## src/rtl/fds_ram.sv

```systemverilog
module fds_ram #(
  parameter int WIDTH = 8,
  parameter int DEPTH = 16
) (
  input  logic                     clk,
  input  logic                     we,
  input  logic [$clog2(DEPTH)-1:0] waddr,
  input  logic [WIDTH-1:0]         wdata,
  input  logic [$clog2(DEPTH)-1:0] raddr,
  output logic [WIDTH-1:0]         rdata
);

  logic [WIDTH-1:0] mem [DEPTH];
  logic [WIDTH-1:0] rdata_r;

  always_ff @(posedge clk) begin
    if (we) begin
      mem[waddr] <= wdata;
    end
    rdata_r <= mem[raddr];
  end

  assign rdata = rdata_r;

endmodule

```

## config.mk

```make
export PLATFORM = sky130hd
export DESIGN_NAME = fds_ram
export DESIGN_NICKNAME = d
export VERILOG_FILES = /design/src/rtl/fds_ram.sv
export SDC_FILE = /design/constraint.sdc
export NUM_CORES = 1
export LEC_CHECK = 0
export BUFFER_PORTS_ARGS = -buffer_cell sky130_fd_sc_hd__buf_2
export CAP_MARGIN = 20
export CORE_ASPECT_RATIO = 0.8
export CORE_MARGIN = 2
export CORE_UTILIZATION = 35
export DETAILED_ROUTE_END_ITERATION = 10
export PLACE_DENSITY = 0.61
export RECOVER_POWER = 100
export SETUP_SLACK_MARGIN = 0.4
export SLEW_MARGIN = 20
export SYNTH_ARGS = -nofsm -noshare
export SYNTH_HDL_FRONTEND = slang
export SYNTH_SLANG_ARGS = --single-unit
```

## constraint.sdc

```tcl
create_clock -name clk -period 4.1 [get_ports clk]
set_clock_uncertainty 0.1 [all_clocks]
set_input_delay 0.41 -clock clk [delete_from_list [all_inputs] [get_ports clk]]
set_output_delay 0.41 -clock clk [all_outputs]
set_load 0.005 [all_outputs]
```

# Yosys cells after proc, flatten, opt, wreduce, memory -nomap -nowiden
# Memories as Yosys holds them, arrays and structs flattened. A register that Yosys moved wholly into a read port is not among the register bits.
# Index checks and enable logic that the tools add are counted.
# word_totals
regBits,0
ramBits,128
output_inout_bits,8
wordCells,3
memories,1
# mem_list
name,depth,word_bits,rd,rd_clocked_by_memory_dff,wr,line_no,source
mem,16,8,1,1,1,13,logic [WIDTH-1:0] mem [DEPTH];
# op_classes
muxes,2
# op_table
operator,n
$mux 1,2

# Logic depth before layout (Yosys ltp)
# logic_depth
depth_word,2
ltp_mapped,5
depth_no_buf,3

# Worst setup path before layout
# No wires, ideal clock.
# synth_timing
path_kind,input-to-reg
startpoint,input port waddr[2]
endpoint,"memory mem[0][0], enable pin"
setup_time_ns,0.383
arrival_ns,1.520
t_required_ns,3.617
setup_slack_ns,2.097
stages,2
path_cell_list,or3b_2 > nor3_1
# synth_rtl
item,line_no,source
"start, declared",7,"input logic [$clog2(DEPTH)-1:0] waddr,"
"end, declared",13,
# Straight into the memory's write port.

==> impl_metrics.toml <==
[synth]
yosysSeqAreaShare = 0.778
synth_cell_types = 19
yosysTopAreaCellShare = 0.747
syn_inst = 229
synth_fp_nets = 247
synth_seq_cells = 136
syn-cell-area_um2 = 5150
yosys-top-cells-area = "edfxtp_1 75%, mux4_2 7.9%, mux4_1 7.1%"
yosysTopAreaCell = "edfxtp_1"
synth_warnings = 0
syn_avg_cell_area_um2 = 22.5

[worst_setup_path]
arrival_ps = 2330
crit_path_max_fanout = 29
criticalPathCategory = "primary input to flip-flop"
slowest_delay_ps = 720
end_kind = "flip-flop"
cp-start-kind = "primary input"
required_ps = 4300
crit_chain = "buf_2 -> clkbuf_1 -> mux4_1 -> a22oi_1 -> nand2_1"
crit_slowest_cell = "buf_2"

[clock_tree]
cts_resized = 0
clockRootBuffer = "clkbuf_16"
cts_buffer_depth = 2
cts_tree = "done"
path_clk_slew_ps = 50
worstSkewPairLatency_ps = 410
holdBufCountCts = 0
h-tree-depth = 4
cts.sinks = 136
numCtsBuffers = 17
postCtsSetupBuffers = 0

[placed_design]
dp_hpwl_um = 6350
io_buffer_count = 25
placed_cells = 433
gp_congestion = 0.828

[status]
outcome = "finished clean"

[cells_and_area]
fin_nets = 286
multiInputGateArea_um2 = 1060
n_antenna_cell = 0
stdcell_count = 465
seq_area_um2 = 4000
syn2layout_area_growth_pct = 15.3
fillers = 1264
drive_above_1_share = 0.178

[pwr]
power_leakage_nw = 1.89
vdd_drop_max_mv = 0.279
power_w = 0.00304
power_density_nw_per_um2 = 513

[sta]
finalCriticalPeriod_ps = 2130
finalSetupViolations = 0
finalHoldViolCount = 0
tightest_slew_ps = 969
whs_ps = 362
slew_headroom = 0.351
period_share = 0.519
slew_viol_final = 0
fmax_ghz = 0.470
tns_ps = 0
rsz0062_at_grt = "false"

[route]
met1Wirelength_um = 4890
post_drt_via_cell_ratio = 5.05
top_layer = "met4"
route.vias.total = 2350
dr.pass1.iters = 4
drtIter0Drc = 182
ant_nets = 0
dr_wl_met2_um = 4580
routed_wl_um = 10000
wl_per_cell_um = 21.5
drc = 0
met3_wirelength_um = 457

[die]
fp.dieArea_um2 = 15700
die_width_um = 140
core_area_um2 = 14300
initial_core_util = 0.359
rows = 39
die_h_um = 112
io_pins = 26

[global_routing]
grt_overflow = 0
grt_pass1_wl_um = 15100
grt_pass1_vias = 2472
antenna_found_initial = 0
grtUsageTotal = 0.137
grt_max_degree = 33

[job]
maxCapViolations = 0

[hold_path]
worstHoldPathType = "primary input to flip-flop"
-- cells in the final DEF (no fill, tap or decap) --
cell	instances
clkinv_1	4
nor2_1	13
edfxtp_1	128
nand3b_1	2
nand2b_1	2
nor2b_1	1
clkbuf_16	17
or3b_2	1
nand3_1	1
nor3_1	4
clkinv_2	3
clkbuf_1	27
buf_2	7
mux4_2	18
and2_1	1
bufinv_16	1
a22oi_1	16
clkinvlp_4	3
and2b_1	1
nand2_1	9
dfxtp_1	8
mux4_1	14
-- cell type report --
class	count	area share
clock inverter	11	0.0139
clock buffer	21	0.0742
sequential	136	0.675
multi-input combinational	83	0.178
timing repair buffer	30	0.0204
tap	184	0.0388
-- through the flow --
stage / util / setup slack [ps] / area, um^2
after global routing: 0.414 / 1750 / 5940
after global placement: 0.380 / 1590 / 5450
final: 0.414 / 1970 / 5940
after floorplan: - / 2100 / 5150
after CTS: 0.417 / 2010 / 5980
after detailed placement: 0.380 / 1590 / 5450
-- registers in the layout, indices dropped and copies added (netlist names) --
signal and flops:
mem 128, rdata 8
-- report_power, final --
part           leakage (nW)  switching, W  internal (W)
Sequential             1.22     0.0000105       0.00156
Combinational         0.424     0.0000784     0.0000518
Clock                 0.247      0.000526      0.000819
-- final timing paths --
kind	from	to	slack [ps]	cells past startpoint
worst min-delay path	waddr[0]	mem[12][0]	360	2
worst max-delay path	raddr[0]	rdata[5]	1970	5
worst max register to register	mem[8][4]	rdata[4]	2680	3
worst min register to register	mem[6][1]	rdata[1]	580	3
-- per-layer routing --
metal,vias to the layer above,GRT usage
met4,0,0.0440
met3,7,0.0538
met1,1243,0.189
met5,-,0
li1,1059,-
met2,41,0.201
-- kinds of logic after synthesis --
group / count (synthesis) / share of synthesized area
AOI/OAI and AO/OA: 16 / 0.0233
buffers and inverters: 10 / 0.0168
muxes: 32 / 0.150
and+or+nand+nor: 35 / 0.0318
DFF: 136 / 0.778
-- worst max-delay path, delay by kind of cell --
kind	cells	cell delay (ps)
buffers and inverters	2	1060
multiplexers	1	590
AO/OA/AOI/OAI	1	190
AND/OR/NAND/NOR	1	70
-- Yosys cell counts, drive strengths merged --
master,number
and2,1
buf,7
edfxtp,128
or3b,1
nor2b,1
nand2,9
nand3b,2
nor2,13
clkdlybuf4s25,3
mux4,32
nor3,4
dfxtp,8
nand3,1
and2b,1
a22oi,16
nand2b,2
(Power assumes the default switching activity.)
