## src/rtl/fds_pkg.sv

```systemverilog
package fds_pkg;

  // Geometry defaults and fixed field widths
  localparam int MAX_COLS_DEF = 1024;
  localparam int ROW_SLOTS    = 4;
  localparam int SLOT_W       = $clog2(ROW_SLOTS);
  localparam int COLS_CFG_W   = 11;
  localparam int ROWS_W       = 16;
  localparam int SCALE_W      = 32;
  localparam int VAL_W        = 32;
  localparam int FLUX_W       = 48;
  localparam int DIV_W        = 48;
  localparam int IDX_W        = 8;
  localparam int DATA_W       = 32;

  // Stencil sums and the split scale multiply
  localparam int SUM_W  = FLUX_W + 2;
  localparam int HALF_W = SUM_W / 2;
  localparam int PROD_W = HALF_W + 1 + SCALE_W + 1;
  localparam int ACC_W  = SUM_W + SCALE_W + 2;
  localparam int RND_W  = 16;

  // Eight stencil reads, then the return of the last one from the registered read port
  localparam logic [3:0] RD_LAST = 4'd8;

  // Register indexes
  localparam logic [IDX_W-1:0] REG_COLS    = IDX_W'(0);
  localparam logic [IDX_W-1:0] REG_ROWS    = IDX_W'(1);
  localparam logic [IDX_W-1:0] REG_SCALE_X = IDX_W'(2);
  localparam logic [IDX_W-1:0] REG_SCALE_Y = IDX_W'(3);

  typedef struct packed {
    logic [COLS_CFG_W-1:0] last_col;
    logic [ROWS_W-1:0]     last_row;
    logic [SCALE_W-1:0]    scale_x;
    logic [SCALE_W-1:0]    scale_y;
    logic                  restart;
  } fds_geom_t;

  typedef enum logic [2:0] {
    ST_IDLE,
    ST_MUL,
    ST_WR,
    ST_SEL,
    ST_RD,
    ST_SGO,
    ST_SCL,
    ST_OUT
  } fds_state_t;

endpackage

```

## src/rtl/fds_cfg_if.sv

```systemverilog
interface fds_cfg_if import fds_pkg::*; ();
  logic              valid;
  logic              ready;
  logic [IDX_W-1:0]  reg_index;
  logic [DATA_W-1:0] data;

  modport source (output valid, reg_index, data, input ready);
  modport sink   (input valid, reg_index, data, output ready);
endinterface

```

## src/rtl/fds_regs.sv

```systemverilog
module fds_regs import fds_pkg::*; #(
  parameter int MAX_COLS = MAX_COLS_DEF
) (
  input  logic      clk,
  input  logic      rst_n,
  fds_cfg_if.sink   cfg_ch,
  output fds_geom_t geom_o
);

  logic [COLS_CFG_W-1:0] cols_r;
  logic [ROWS_W-1:0]     rows_r;
  logic [SCALE_W-1:0]    scale_x_r;
  logic [SCALE_W-1:0]    scale_y_r;
  logic                  wr;
  logic [15:0]           cols_w;
  logic [15:0]           cols_eff;
  logic [ROWS_W-1:0]     rows_eff;

  assign cfg_ch.ready = 1'b1;
  assign wr = cfg_ch.valid && cfg_ch.ready;

  // Register writes; unknown indexes are dropped
  always_ff @(posedge clk) begin
    if (!rst_n) begin
      cols_r    <= COLS_CFG_W'(1024);
      rows_r    <= ROWS_W'(2);
      scale_x_r <= SCALE_W'(65536);
      scale_y_r <= SCALE_W'(65536);
    end else if (wr) begin
      unique case (cfg_ch.reg_index)
        REG_COLS:    cols_r    <= cfg_ch.data[COLS_CFG_W-1:0];
        REG_ROWS:    rows_r    <= cfg_ch.data[ROWS_W-1:0];
        REG_SCALE_X: scale_x_r <= cfg_ch.data[SCALE_W-1:0];
        REG_SCALE_Y: scale_y_r <= cfg_ch.data[SCALE_W-1:0];
        default: ;
      endcase
    end
  end

  // Clamp geometry into the supported range
  assign cols_w   = 16'(cols_r);
  assign cols_eff = (cols_w < 16'd2) ? 16'd2 :
                    (cols_w > 16'(MAX_COLS)) ? 16'(MAX_COLS) : cols_w;
  assign rows_eff = (rows_r < ROWS_W'(2)) ? ROWS_W'(2) : rows_r;

  assign geom_o.last_col = COLS_CFG_W'(cols_eff - 16'd1);
  assign geom_o.last_row = rows_eff - ROWS_W'(1);
  assign geom_o.scale_x  = scale_x_r;
  assign geom_o.scale_y  = scale_y_r;
  // a geometry write restarts the frame
  assign geom_o.restart  = wr && (cfg_ch.reg_index == REG_COLS ||
                                  cfg_ch.reg_index == REG_ROWS);

endmodule

```

## src/flat_wrapper.sv

```systemverilog
// flat-port wrapper written by rule: the top's interface ports become plain ports
module fds_regs_flat import fds_pkg::*;
#(
  parameter int MAX_COLS = MAX_COLS_DEF
)
  (clk, rst_n, geom_o, cfg_ch_valid, cfg_ch_reg_index, cfg_ch_data, cfg_ch_ready);
  fds_cfg_if cfg_ch_i ();
  input  logic clk;
  input  logic rst_n;
  output fds_geom_t geom_o;
  input wire logic [$bits(cfg_ch_i.valid)-1:0] cfg_ch_valid;
  input wire logic [$bits(cfg_ch_i.reg_index)-1:0] cfg_ch_reg_index;
  input wire logic [$bits(cfg_ch_i.data)-1:0] cfg_ch_data;
  output wire logic [$bits(cfg_ch_i.ready)-1:0] cfg_ch_ready;
  assign cfg_ch_i.valid = cfg_ch_valid;
  assign cfg_ch_i.reg_index = cfg_ch_reg_index;
  assign cfg_ch_i.data = cfg_ch_data;
  assign cfg_ch_ready = cfg_ch_i.ready;
  fds_regs #(.MAX_COLS(MAX_COLS)) u_core (.clk(clk), .rst_n(rst_n), .cfg_ch(cfg_ch_i), .geom_o(geom_o));
endmodule
```

## config.mk

```make
export PLATFORM = sky130hd
export DESIGN_NAME = fds_regs_flat
export DESIGN_NICKNAME = d
export VERILOG_FILES = /design/src/rtl/fds_pkg.sv /design/src/rtl/fds_cfg_if.sv /design/src/rtl/fds_regs.sv /design/src/flat_wrapper.sv
export SDC_FILE = /design/constraint.sdc
export NUM_CORES = 1
export LEC_CHECK = 0
export ABC_CLOCK_PERIOD_IN_PS = 3800
export BUFFER_PORTS_ARGS = -buffer_cell sky130_fd_sc_hd__buf_2
export CAP_MARGIN = 5
export CORE_ASPECT_RATIO = 0.75
export CORE_MARGIN = 2
export CORE_UTILIZATION = 49
export DETAILED_ROUTE_END_ITERATION = 10
export PLACE_DENSITY = 0.79
export SLEW_MARGIN = 20
export SYNTH_ARGS = -nofsm -noshare
export SYNTH_HDL_FRONTEND = slang
export SYNTH_SLANG_ARGS = --single-unit
```

## constraint.sdc

```tcl
create_clock -name clk -period 3.8 [get_ports clk]
set_input_delay 1.14 -clock clk [delete_from_list [all_inputs] [get_ports clk]]
set_output_delay 1.14 -clock clk [all_outputs]
set_load 0.05 [all_outputs]
```

== Word-level counts from Yosys, hierarchy flattened ==
Index checks and enable logic that the tools add are counted.
Operators by class
  $add $sub $neg: 2
  magnitude comparators: 3
  eq/ne operators: 3
  mux-type cells: 3
  reduce and logical (&&, ||, !) cells: 7
Operators with widths (number)
  2-to-1 mux 11 bit: 2
  == test 8 x 2 -> 1 bit (second input constant): 2
  less-than comparator 16 x 2 -> 1 bit (second input constant): 1
  2-to-1 mux 16 bit: 1
  subtractor 16 x 1 -> 16 bit (second input constant): 1
  greater-than comparator 11 bit (second input constant): 1
  less-than comparator 11 x 2 -> 1 bit (second input constant): 1
  subtractor 11 x 1 -> 11 bit (second input constant): 1
  == test 8 x 1 -> 1 bit (second input constant): 1
  zero test 8 bit: 1
  AND reduction 2 bit: 4
  logical AND 1 bit: 1
  logical OR 1 bit: 1
Word-level totals
  register bits: 91
  input bits: 43
  word-level logic and storage cells: 22

== Depth between registers and ports, before layout ==
  word-level depth: 4
  gate-level depth with buffers: 9
  depth with buffers taken out: 8

== Least setup slack after synthesis ==
No wires, ideal clock.
  kind: reg2out
  from: register u_core.cols_r[5]
  to: output port geom_o[91] in the netlist's numbering
  arrival time: 4.545 ns
  slack: -1.885 ns
  stages on the path, launching flop included: 8
  buffers on the path: 1
  cell sequence: dfxtp_1 > nor4_1 > nand2_1 > o311ai_0 > ha_1 > clkbuf_1 > nand3_1 > o21ai_0
RTL lines
  start: declaration: line fds_regs.sv:10  | logic [COLS_CFG_W-1:0] cols_r;
  start signal: assignment: line fds_regs.sv:31  | REG_COLS: cols_r <= cfg_ch.data[COLS_CFG_W-1:0];
  end: declaration: line flat_wrapper.sv:10  | output fds_geom_t geom_o;

==> reports/metrics.yaml <==
grt_use_total: 0.2294
yosysWarnings: 0
nets: 616
cts_tree: "built"
clock_sinks: 91
setup_viol: 0
synth_mux_area_frac: 0.01077
grt_max_degree: 53
syn_avg_cell_area_um2: 8.188
placed_area_um2: 4491
worst_clock_skew_ps: 0
n_antenna_cell: 0
slew_headroom: 0.3812
cp-end-kind: "output port"
drt.antenna.violating_nets: 0
hold_buffers: 0
period_needed_ps: 3673
synth_top_family_by_area: "simple AND/OR/NAND/NOR gates"
viasPerCell: 5.436
place_ws_ps: 214.8
synth_fp_nets: 499
port_buffers: 134
critPathMaxFanout: 6
firstDrtPassIters: 5
finalInstanceArea_um2: 4766
yosys_most_used_dff: "dfxtp_1"
rows: 27
place.gp.congestion: 0.9042
worst_slew_pin_slew_ps: 919.7
yosys.area_share.adder: 0.006732
grt_antenna_before_repair: 0
finalCritPeriodShare: 0.9665
outcome: "complete, no violations"
power_mw: 1.752
pwr_density_cell_nw_per_um2: 367.6
maxCapViolCount: 0
fmax_mhz: 272.3
die_area_um2: 8306
fin_setup_tns_ps: 0
wl_mm: 9.430
initial_core_util: 0.5071
clk_pin_slew_ps: 90
hp-class: "flop to flop"
die_h_um: 79.43
synth_xor_area_frac: 0.02120
ir_worst_vdd_mv: 0.1831
ioPinCount: 136
overflow: 0
hold_viol_final: 0
ys_seq_area_frac: 0.4901
drc: 0
p_leak_nw: 2.096
numCtsBuffers: 9
yosys.area_share.simple: 0.2588
num_vias: 3675
drive_gt1_frac: 0.3148
dp_cells: 661
die_w_um: 104.6
drt_iter0_drc: 122
core_area_um2: 7331
grt_pass1_wl_mm: 15.51
synth.ff_latch_count: 91
arrival_ps: 2530
syn_to_final_growth_pct: 28.21
async_reset_ff_frac: 0
clk_latency_ps: 340
dp.final_hpwl_mm: 6.842
drt-wirelength-per-cell_um: 13.95
postSynthCellCount: 454
timing_worst_setup_path_type: "flop to output port"
ys_types: 44
grt_pass1_vias: 3279
htree_levels: 3
synth_edf_count: 0
finalNonFillerCells: 676
synth_compound_area_frac: 0.1680
netlist_area_um2: 3717
fin_ws_ps: 127.2
required_ps: 2660
cp-start-kind: "flop"
clk_path_buf_depth: 2
cts_root_buf: "clkbuf_8"
finalMaxSlewViolations: 0
[cell usage in the layout (no fill, tap or decap), types with 3 or more instances in the layout]
| cell type | n |
|---|---|
| buf_2 | 131 |
| nand3_1 | 94 |
| dfxtp_1 | 90 |
| o21ai_0 | 89 |
| nand2_1 | 52 |
| nor2_1 | 11 |
| clkbuf_8 | 10 |
| buf_4 | 10 |
| nor4_1 | 5 |
| nor3_1 | 5 |
| mux2i_1 | 4 |
| a21oi_1 | 4 |
| xnor2_1 | 4 |
| a31oi_1 | 4 |
| o211ai_1 | 3 |
| inv_1 | 3 |
| o31ai_1 | 3 |
| xor2_2 | 3 |
| o21ai_1 | 3 |
[sequential cells by signal, indices dropped and copies added (netlist names)]
register,flops
u_core.rows_r,16
u_core.scale_x_r,32
u_core.scale_y_r,32
u_core.cols_r,11
[worst paths after layout]
| check | start | to | slack (ps) | cells past startpoint |
|---|---|---|---|---|
| worst min-delay path | u_core.scale_x_r[17]$_SDFFE_PN0P_ | u_core.scale_x_r[17]$_SDFFE_PN0P_ | 470 | 2 |
| worst max register to register | u_core.cols_r[10]$_SDFFE_PN1P_ | u_core.cols_r[10]$_SDFFE_PN1P_ | 2590 | 2 |
| worst min register to register | u_core.scale_x_r[17]$_SDFFE_PN0P_ | u_core.scale_x_r[17]$_SDFFE_PN0P_ | 470 | 2 |
| worst max-delay path | u_core.rows_r[8]$_SDFFE_PN0P_ | geom_o[79] | 130 | 9 |
[layout make-up]
type	instances	area (um2)
Timing Repair Buffer	142	742.0
Sequential cell	91	1823
Inverter	4	15.01
Fill cell	671	2565
Tap cell	101	126.4
Clock inverter	5	85.08
Clock buffer	10	137.6
Multi-Input combinational cell	323	1837
[per-stage QoR]
step           hold slack [ps]  utilization
4_1_cts                  472.4       0.6474
5_1_grt                  497.8       0.6501
6_report                 474.5       0.6501
3_5_place_dp             458.1       0.6126
3_3_place_gp             441.6       0.6126
2_1_floorplan            461.9            -
[layer usage]
metal | vias to the layer above | GRT usage | routed length [um]
met5 | - | 0 | 0
met4 | 0 | 0.06933 | 68
met3 | 6 | 0.05469 | 618
met2 | 133 | 0.3895 | 4415
met1 | 1695 | 0.2932 | 4326
li1 | 1841 | - | -
[power breakdown]
group          total [mW]  switching, mW  internal (mW)  leakage [nW]
Sequential          0.955        0.00107          0.954         0.733
Combinational      0.0795         0.0532         0.0263          1.25
Clock               0.718          0.329          0.388         0.109
Total                1.75          0.384           1.37          2.10
[worst max-delay path: stages (launching register included)]
cell      delay [ps]
dfxtp_1          400
nor4_4           350
and2_1           190
and4_1           230
nand2b_2         140
ha_2             220
nand2_4          100
nor4_4           200
xor2_2           180
buf_6            170
[cells in the mapped netlist (all sizes together) (2+ instances only)]
library cell	count	area [um2]
nor3	6	30.03
nor4	7	50.05
o211ai	3	22.52
xnor2	4	35.03
mux2i	4	40.04
nand4b	2	23.77
nand3	94	470.5
buf	15	67.57
nand2	53	198.9
o31ai	4	30.03
nand2b	2	12.51
a21oi	6	30.03
xor2	5	43.79
o21ai	93	465.5
clkbuf	21	78.83
ha	2	25.02
nand4	2	18.77
a31oi	4	25.02
nor2	12	45.04
dfxtp	91	1822
inv	3	11.26
or3	4	35.03
and2	2	12.51
o41ai	2	17.52
[cells by family (layout without fill, tap and decap cells)]
kind of cell,count (synthesis),in the layout
AND/OR/NAND/NOR,191,191
buffers and inverters,40,161
flip-flops,91,91
adder cells (fa/ha/maj),2,2
other,1,1
AO/OA/AOI/OAI,116,116
multiplexers,4,4
XOR/XNOR,9,9
[repair_timing]
| item | in CTS | in global routing |
|---|---|---|
| buffers inserted | 0 | 0 |
| hold endpoints to repair | 0 | 0 |
| endpoints found under the setup margin | 4 | 6 |
| resized for setup | 7 | 6 |
| pin swaps | 0 | 1 |
No activity file was read; power rests on OpenSTA's default activity.
