===== config.mk =====
export PLATFORM = sky130hd
export DESIGN_NAME = fds_scale
export DESIGN_NICKNAME = d
export VERILOG_FILES = /design/src/rtl/fds_pkg.sv /design/src/rtl/fds_scale.sv
export SDC_FILE = /design/constraint.sdc
export NUM_CORES = 2
export LEC_CHECK = 0
export BUFFER_PORTS_ARGS = -buffer_cell sky130_fd_sc_hd__clkbuf_2
export CORE_ASPECT_RATIO = 2
export CORE_MARGIN = 3
export CORE_UTILIZATION = 65
export CTS_CLUSTER_DIAMETER = 200
export DETAILED_ROUTE_END_ITERATION = 10
export PLACE_DENSITY_LB_ADDON = 0.12
export SKIP_LAST_GASP = 1
export SLEW_MARGIN = 20
export SYNTH_ARGS = -nofsm -noshare
export SYNTH_HDL_FRONTEND = slang
export SYNTH_SLANG_ARGS = --single-unit

===== constraint.sdc =====
create_clock -name clk -period 12.6 [get_ports clk]
set_clock_uncertainty 0.05 [all_clocks]
set_input_delay 2.52 -clock clk [delete_from_list [all_inputs] [get_ports clk]]
set_output_delay 2.52 -clock clk [all_outputs]
set_load 0.02 [all_outputs]

===== src/rtl/fds_pkg.sv =====
package fds_pkg;

  // Geometry defaults and fixed field widths
  localparam int MAX_COLS_DEF = 1024;
  localparam int ROW_SLOTS    = 4;
  localparam int SLOT_W       = $clog2(ROW_SLOTS);
  localparam int COLS_CFG_W   = 11;
  localparam int ROWS_W       = 16;
  localparam int SCALE_W      = 32;
  localparam int VAL_W        = 32;
  localparam int FLUX_W       = 48;
  localparam int DIV_W        = 48;
  localparam int IDX_W        = 8;
  localparam int DATA_W       = 32;

  // Stencil sums and the split scale multiply
  localparam int SUM_W  = FLUX_W + 2;
  localparam int HALF_W = SUM_W / 2;
  localparam int PROD_W = HALF_W + 1 + SCALE_W + 1;
  localparam int ACC_W  = SUM_W + SCALE_W + 2;
  localparam int RND_W  = 16;

  // Eight stencil reads, then the return of the last one from the registered read port
  localparam logic [3:0] RD_LAST = 4'd8;

  // Register indexes
  localparam logic [IDX_W-1:0] REG_COLS    = IDX_W'(0);
  localparam logic [IDX_W-1:0] REG_ROWS    = IDX_W'(1);
  localparam logic [IDX_W-1:0] REG_SCALE_X = IDX_W'(2);
  localparam logic [IDX_W-1:0] REG_SCALE_Y = IDX_W'(3);

  typedef struct packed {
    logic [COLS_CFG_W-1:0] last_col;
    logic [ROWS_W-1:0]     last_row;
    logic [SCALE_W-1:0]    scale_x;
    logic [SCALE_W-1:0]    scale_y;
    logic                  restart;
  } fds_geom_t;

  typedef enum logic [2:0] {
    ST_IDLE,
    ST_MUL,
    ST_WR,
    ST_SEL,
    ST_RD,
    ST_SGO,
    ST_SCL,
    ST_OUT
  } fds_state_t;

endpackage


===== src/rtl/fds_scale.sv =====
module fds_scale import fds_pkg::*; (
  input  logic                    clk,
  input  logic                    rst_n,
  input  logic                    start_i,
  input  logic signed [SUM_W-1:0] sx_i,
  input  logic signed [SUM_W-1:0] sy_i,
  input  logic [SCALE_W-1:0]      scale_x_i,
  input  logic [SCALE_W-1:0]      scale_y_i,
  output logic                    done_o,
  output logic signed [DIV_W-1:0] div_o
);

  logic                     busy_r;
  logic [2:0]               step_r;
  logic                     done_r;
  logic signed [PROD_W-1:0] prod_r;
  logic                     sh_r;
  logic signed [ACC_W-1:0]  acc_r;
  logic signed [DIV_W-1:0]  div_r;
  logic signed [HALF_W:0]   a_op;
  logic signed [SCALE_W:0]  b_op;
  logic signed [SUM_W-1:0]  sum_sel;
  logic signed [ACC_W-1:0]  prod_ext;
  logic signed [ACC_W-1:0]  rnd;
  logic signed [ACC_W-1:0]  quo;
  logic [ACC_W-DIV_W:0]     quo_hi;
  logic signed [DIV_W-1:0]  sat;

  // Operand select: low then high half of Sx, then of Sy
  always_comb begin
    sum_sel = step_r[1] ? sy_i : sx_i;
    b_op    = {1'b0, (step_r[1] ? scale_y_i : scale_x_i)};
    if (step_r[0]) begin
      a_op = {sum_sel[SUM_W-1], sum_sel[SUM_W-1:HALF_W]};
    end else begin
      a_op = {1'b0, sum_sel[HALF_W-1:0]};
    end
  end

  assign prod_ext = sh_r ? (ACC_W'(prod_r) <<< HALF_W) : ACC_W'(prod_r);

  // Round half up, drop the fraction, saturate
  assign rnd    = acc_r + ACC_W'(32768);
  assign quo    = rnd >>> RND_W;
  assign quo_hi = quo[ACC_W-1:DIV_W-1];
  always_comb begin
    if ((&quo_hi) || !(|quo_hi)) begin
      sat = quo[DIV_W-1:0];
    end else if (quo[ACC_W-1]) begin
      sat = {1'b1, {(DIV_W-1){1'b0}}};
    end else begin
      sat = {1'b0, {(DIV_W-1){1'b1}}};
    end
  end

  // Sequencer: four products, four accumulates, one rounding step
  always_ff @(posedge clk) begin
    if (!rst_n) begin
      busy_r <= 1'b0;
      step_r <= 3'd0;
      done_r <= 1'b0;
    end else if (start_i) begin
      busy_r <= 1'b1;
      step_r <= 3'd0;
      done_r <= 1'b0;
    end else if (busy_r) begin
      step_r <= step_r + 3'd1;
      if (step_r == 3'd5) begin
        busy_r <= 1'b0;
        done_r <= 1'b1;
      end
    end else begin
      done_r <= 1'b0;
    end
  end

  always_ff @(posedge clk) begin
    if (start_i) begin
      acc_r <= '0;
    end else if (busy_r) begin
      if (step_r < 3'd4) begin
        prod_r <= a_op * b_op;
        sh_r   <= step_r[0];
      end
      if (step_r >= 3'd1 && step_r <= 3'd4) begin
        acc_r <= acc_r + prod_ext;
      end
      if (step_r == 3'd5) begin
        div_r <= sat;
      end
    end
  end

  assign done_o = done_r;
  assign div_o  = div_r;

endmodule


# [Word-level counts from Yosys, hierarchy flattened]
# Index checks and enable logic that the tools add are counted.
[classes] addsub=3 multipliers=1 magnitude_cmp=3 n_bitwise=3 n_reduce_logical=10 mux=9 n_eq_ne=1
[op_table] operator="$mux 48" n=2
[op_table] operator="$add 84x17->84 const B" n=1
[op_table] operator="$add 84x84->84" n=1
[op_table] operator="$mux 83" n=1
[op_table] operator="$mul 26x33->59" n=1
[op_table] operator="$mux 50" n=1
[op_table] operator="$mux 32" n=1
[op_table] operator="$mux 26" n=1
[op_table] operator="$reduce_and 21->1" n=1
[op_table] operator="$reduce_or 21->1" n=1
[op_table] operator="$reduce_and 3->1" n=2
[op_table] operator="$add 3x1->3 const B" n=1
[op_table] operator="$eq 3x3->1 const B" n=1
[op_table] operator="$ge 3x1->1 const B" n=1
[op_table] operator="$le 3x3->1 const B" n=1
[op_table] operator="$lt 3x3->1 const B" n=1
[op_table] operator="$mux 1" n=3
[op_table] operator="$not 1->1" n=3
[op_table] operator="$reduce_or 3->1" n=1
[op_table] operator="$reduce_and 2->1" n=1
[op_table] operator="$reduce_or 2->1" n=1
[op_table] operator="$logic_and 1x1->1" n=1
[op_table] operator="$logic_not 1->1" n=1
[op_table] operator="$logic_or 1x1->1" n=1
[totals] out_inout_bits=49 inputBits=167 word_cells=37 regBits=197

# [Logic depth before layout (Yosys ltp)]
[logic_depth] word_depth=5 depth_mapped=34 mapped_depth_nobuf=29

# [Worst setup path before layout]
# Ideal clock, no wire load.
[synth_path] kind="input -> register" from="input port sy_i[16]" to="register prod_r[57] (data pin)" path_buffers=2 setup_time_ps=264 slack_ps=2852 path_stages=27 arrival_time_ps=9434 required_ps=12286 cell_sequence="mux2_2 -> o21ai_0 -> clkbuf_1 -> nor2_1 -> fa_1 -> inv_1 -> fa_1 -> inv_1 -> fa_1 -> fa_1 -> fa_1 -> fa_1 -> inv_1 -> fa_1 -> inv_1 -> ha_1 -> and2_1 -> clkbuf_1 -> nand3_1 -> o211ai_1 -> o2bb2ai_1 -> a211oi_1 -> o31a_1 -> o21ai_1 -> a311o_1 -> a221oi_1 -> xnor2_1"
[synth_via] elab_chain_len=3
[synth_rtl] element="start, declared" line="fds_scale.sv:6" source="input logic signed [SUM_W-1:0] sy_i,"
[synth_rtl] element="$mux 50" line="fds_scale.sv:31" source="sum_sel = step_r[1] ? sy_i : sx_i;"
[synth_rtl] element="$mux 26" line="fds_scale.sv:33" source="if (step_r[0]) begin"
[synth_rtl] element="$mul 26x33->59" line="fds_scale.sv:82" source="prod_r <= a_op * b_op;"
[synth_rtl] element="end signal, assigned" line="fds_scale.sv:82"
[synth_rtl] element="end, declared" line="fds_scale.sv:16" source="logic signed [PROD_W-1:0] prod_r;"
# No other way between the ends.
# A chain may end at the register's enable or synchronous reset.

# [Worst setup path after layout]
[layout_path] from="input port sy_i[34]" to="register prod_r[57] (data pin)"
# The elaborated chain is that of the path after synthesis.

==> results.py <==
metrics = {
    "synth": {
        "yosys.area_share.simple_pct": 17.2,
        "synth_fa_ha_area_share_pct": 43.4,
        "synth.largest_area_cell": "fa_1",
        "synth_edf_count": 108,
        "avgSynthCellArea_sq_um": 8.53,
        "syn_inst": 4963,
        "synth.most_common_cell": "inv_1",
        "synth_seq_area_share_pct": 11.9,
        "synth_compound_area_share_pct": 10.3,
        "ys_ff_latch": 197,
        "netlist_area_sq_um": 42300,
        "ys_async_sr_fraction_pct": 0,
        "synth_mux_area_share_pct": 3.89,
        "netlist.area_leader.share_pct": 34.0,
        "synthFlopType": "edfxtp_1",
        "synth_top_family_by_area": "adder cells",
        "yosysUniqueCellTypes": 92,
        "syn-num-nets": 6166,
        "yosys-top-cells-area": "fa_1, ha_1, edfxtp_1",
        "synth-warning-count": 0,
        "synth-xor-area-share_pct": 3.70,
        "synth_common_cells": "inv_1, nand2_1, fa_1",
    },
    "layout": {
        "fin_util_pct": 70.0,
        "regArea_sq_um": 5030,
        "area.growth.synth_to_final_pct": 6.01,
        "fin_area_sq_um": 44900,
        "drive_gt1_share_pct": 9.42,
        "multi_input_area_sq_um": 33400,
        "nFillCells": 5268,
        "fin_nets": 6219,
    },
    "worst_setup_path": {
        "cp_top_family": "adder cells",
        "cp_slowest_cell": "o21ai_2",
        "reg2regPathDepth": 25,
        "crit_top_cell": "fa_1",
        "cp-end-kind": "register",
        "cp.arrival_ps": 10860,
        "crit_type": "primary input to register",
        "cp.buffers_inverters": 5,
        "required_ps": 12800,
        "slowest_delay_ps": 840,
        "rr_endpoint": "prod_r[57]",
        "start_kind": "primary input",
        "timing.rr.start": "step_r[1]",
        "r2r_slack_ps": 2650,
        "path_max_fanout": 20,
    },
    "drt": {
        "firstDrtPassIters": 7,
        "ant_nets": 0,
        "routed-via-count": 37400,
        "post_drt_wl_per_cell_um": 26.4,
        "wl_um": 156000,
        "drt_iter0_markers": 3053,
        "via_per_inst": 6.36,
        "drc_errors": 0,
    },
    "cts": {
        "post_cts_resize_count": 0,
        "root_buffer": "clkbuf_16",
        "cts_buffers": 25,
        "insertion_delay_ps": 530,
        "path_clk_slew_ps": 70,
        "clock_path_buffers": 3,
        "cts_sinks": 197,
        "post_cts_buffers": 0,
        "cts_tree": "done",
        "cts.htree.levels": 4,
        "holdBufCountCts": 0,
    },
    "hold_path": {
        "hold_class": "register to register",
        "hold_depth": 2,
        "min-delay-start": "acc_r[6]",
        "hold_end": "acc_r[6]",
    },
    "placed_design": {
        "pre_cts_slack_ps": 1780,
        "portBuffers": 215,
        "place.gp.congestion": 1.05,
        "dpl_cell_area_sq_um": 44100,
        "hpwl_um": 124000,
    },
    "floorplan": {
        "ioPinCount": 216,
        "dieWidth_um": 186,
        "fp.coreArea_sq_um": 64100,
        "num_rows": 131,
        "floorplan.initialDensity_pct": 66.1,
        "die_area_sq_um": 68400,
        "die_h_um": 367,
    },
    "timing": {
        "timing.final.crit_share_pct": 84.6,
        "maxSlewViolCount": 0,
        "tightest_slew_ps": 1190,
        "fmax_mhz": 93.8,
        "relSlewSlack_pct": 19.9,
        "final_hold_viol_count": 0,
        "rsz0062_at_grt": "false",
        "finalWorstSetupSlack_ps": 1940,
        "finalSetupViolCount": 0,
        "fin_setup_tns_ps": 0,
        "finalCriticalPeriod_ps": 10660,
    },
    "global_route": {
        "grt_pass1_wl_um": 234000,
        "antenna_found_initial": 8,
        "gr-total-overflow": 0,
        "grt_max_degree": 74,
        "first_global_vias": 40800,
        "track_usage_pct": 45.9,
    },
    "flow_run": {
        "drv_cap": 0,
    },
    "status": {
        "status": "finished, final reports clean",
    },
}
## cell families after synthesis
family	count (synthesis)
and+or+nand+nor	1637
buffers and inverters	1077
adders and majority gates	1036
AOI/OAI and AO/OA	694
DFF	197
xor gates and xnor gates	179
muxes	143
## area by class of cell
| cell class | count | area share [%] |
|---|---|---|
| multi-input combinational | 3689 | 74.4 |
| timing repair buffer | 286 | 3.61 |
| antenna | 6 | 0.0335 |
| clock inverter | 6 | 0.0808 |
| clock buffer | 27 | 1.43 |
| tap | 864 | 2.41 |
| inverter | 817 | 6.83 |
| sequential | 197 | 11.2 |
## stage by stage
| step | std cells | hold slack, ps |
|---|---|---|
| 4_1_cts | 5885 | 410 |
| 3_3_place_gp | 5852 | 393 |
| 6_report | 5892 | 410 |
| 3_5_place_dp | 5852 | 401 |
| 2_1_floorplan | 4963 | 386 |
| 5_1_grt | 5889 | 426 |
## cell usage in the layout (no fill, tap or decap), types with 50 or more instances in the layout
cell      count
xor2_1       76
edfxtp_1    108
a21oi_1     233
nor2_1      453
a21o_1       76
fa_1        719
xnor2_1     102
nand4_1      58
nand3_1      70
ha_1        317
buf_4        70
and2_1       50
nand2_1     756
mux2_2       80
nor2b_1      52
clkbuf_2    215
o21ai_0     112
inv_1       813
dfxtp_1      87
## metal layers
layer / wire (um) / vias to the layer above / share of wire [%] / track usage (%)
li1: - / 15900 / - / -
met1: 43100 / 18000 / 28 / 40.3
met2: 75100 / 2355 / 48 / 78.6
met3: 13500 / 1139 / 8.6 / 11.1
met4: 24100 / 2 / 15 / 54.0
met5: 13 / - / 0.0083 / 0
## worst max-delay path by stage
stage / start / endpoint / slack [ps] / cells past startpoint
global route: sy_i[30] / prod_r[57] / 1640 / 25
finish: sy_i[34] / prod_r[57] / 1940 / 25
detailed placement: sy_i[2] / prod_r[57] / 1780 / 26
CTS: sx_i[16] / prod_r[57] / 2260 / 27
global placement: sy_i[34] / prod_r[57] / 1900 / 28
floorplan: sy_i[16] / prod_r[57] / 2850 / 27
## flip-flops by register name, summed over array words and instances (netlist names)
signal and cells:
acc_r 84, busy_r 1, div_o 48, done_o 1, prod_r 59, sh_r 1, step_r 3
## worst register-to-register path, cell delays in order (launching register included)
cell and delay (ps):
dfxtp_4 760, buf_12 490, mux4_2 1060, nand2_1 230
fa_1 600, inv_1 50, fa_1 470, inv_1 50
fa_1 500, fa_1 520, inv_1 60, fa_1 480
fa_1 500, inv_1 50, fa_1 470, inv_1 40
ha_1 350, a21oi_1 270, o21ai_0 190, nand4bb_1 610
a211oi_1 590, o31a_1 250, o21ai_1 110, a311o_1 400
a221oi_1 390, xnor2_1 130
Power is not shown: default switching activity piles up to over one toggle a cycle in this logic, so the estimate is an artifact.
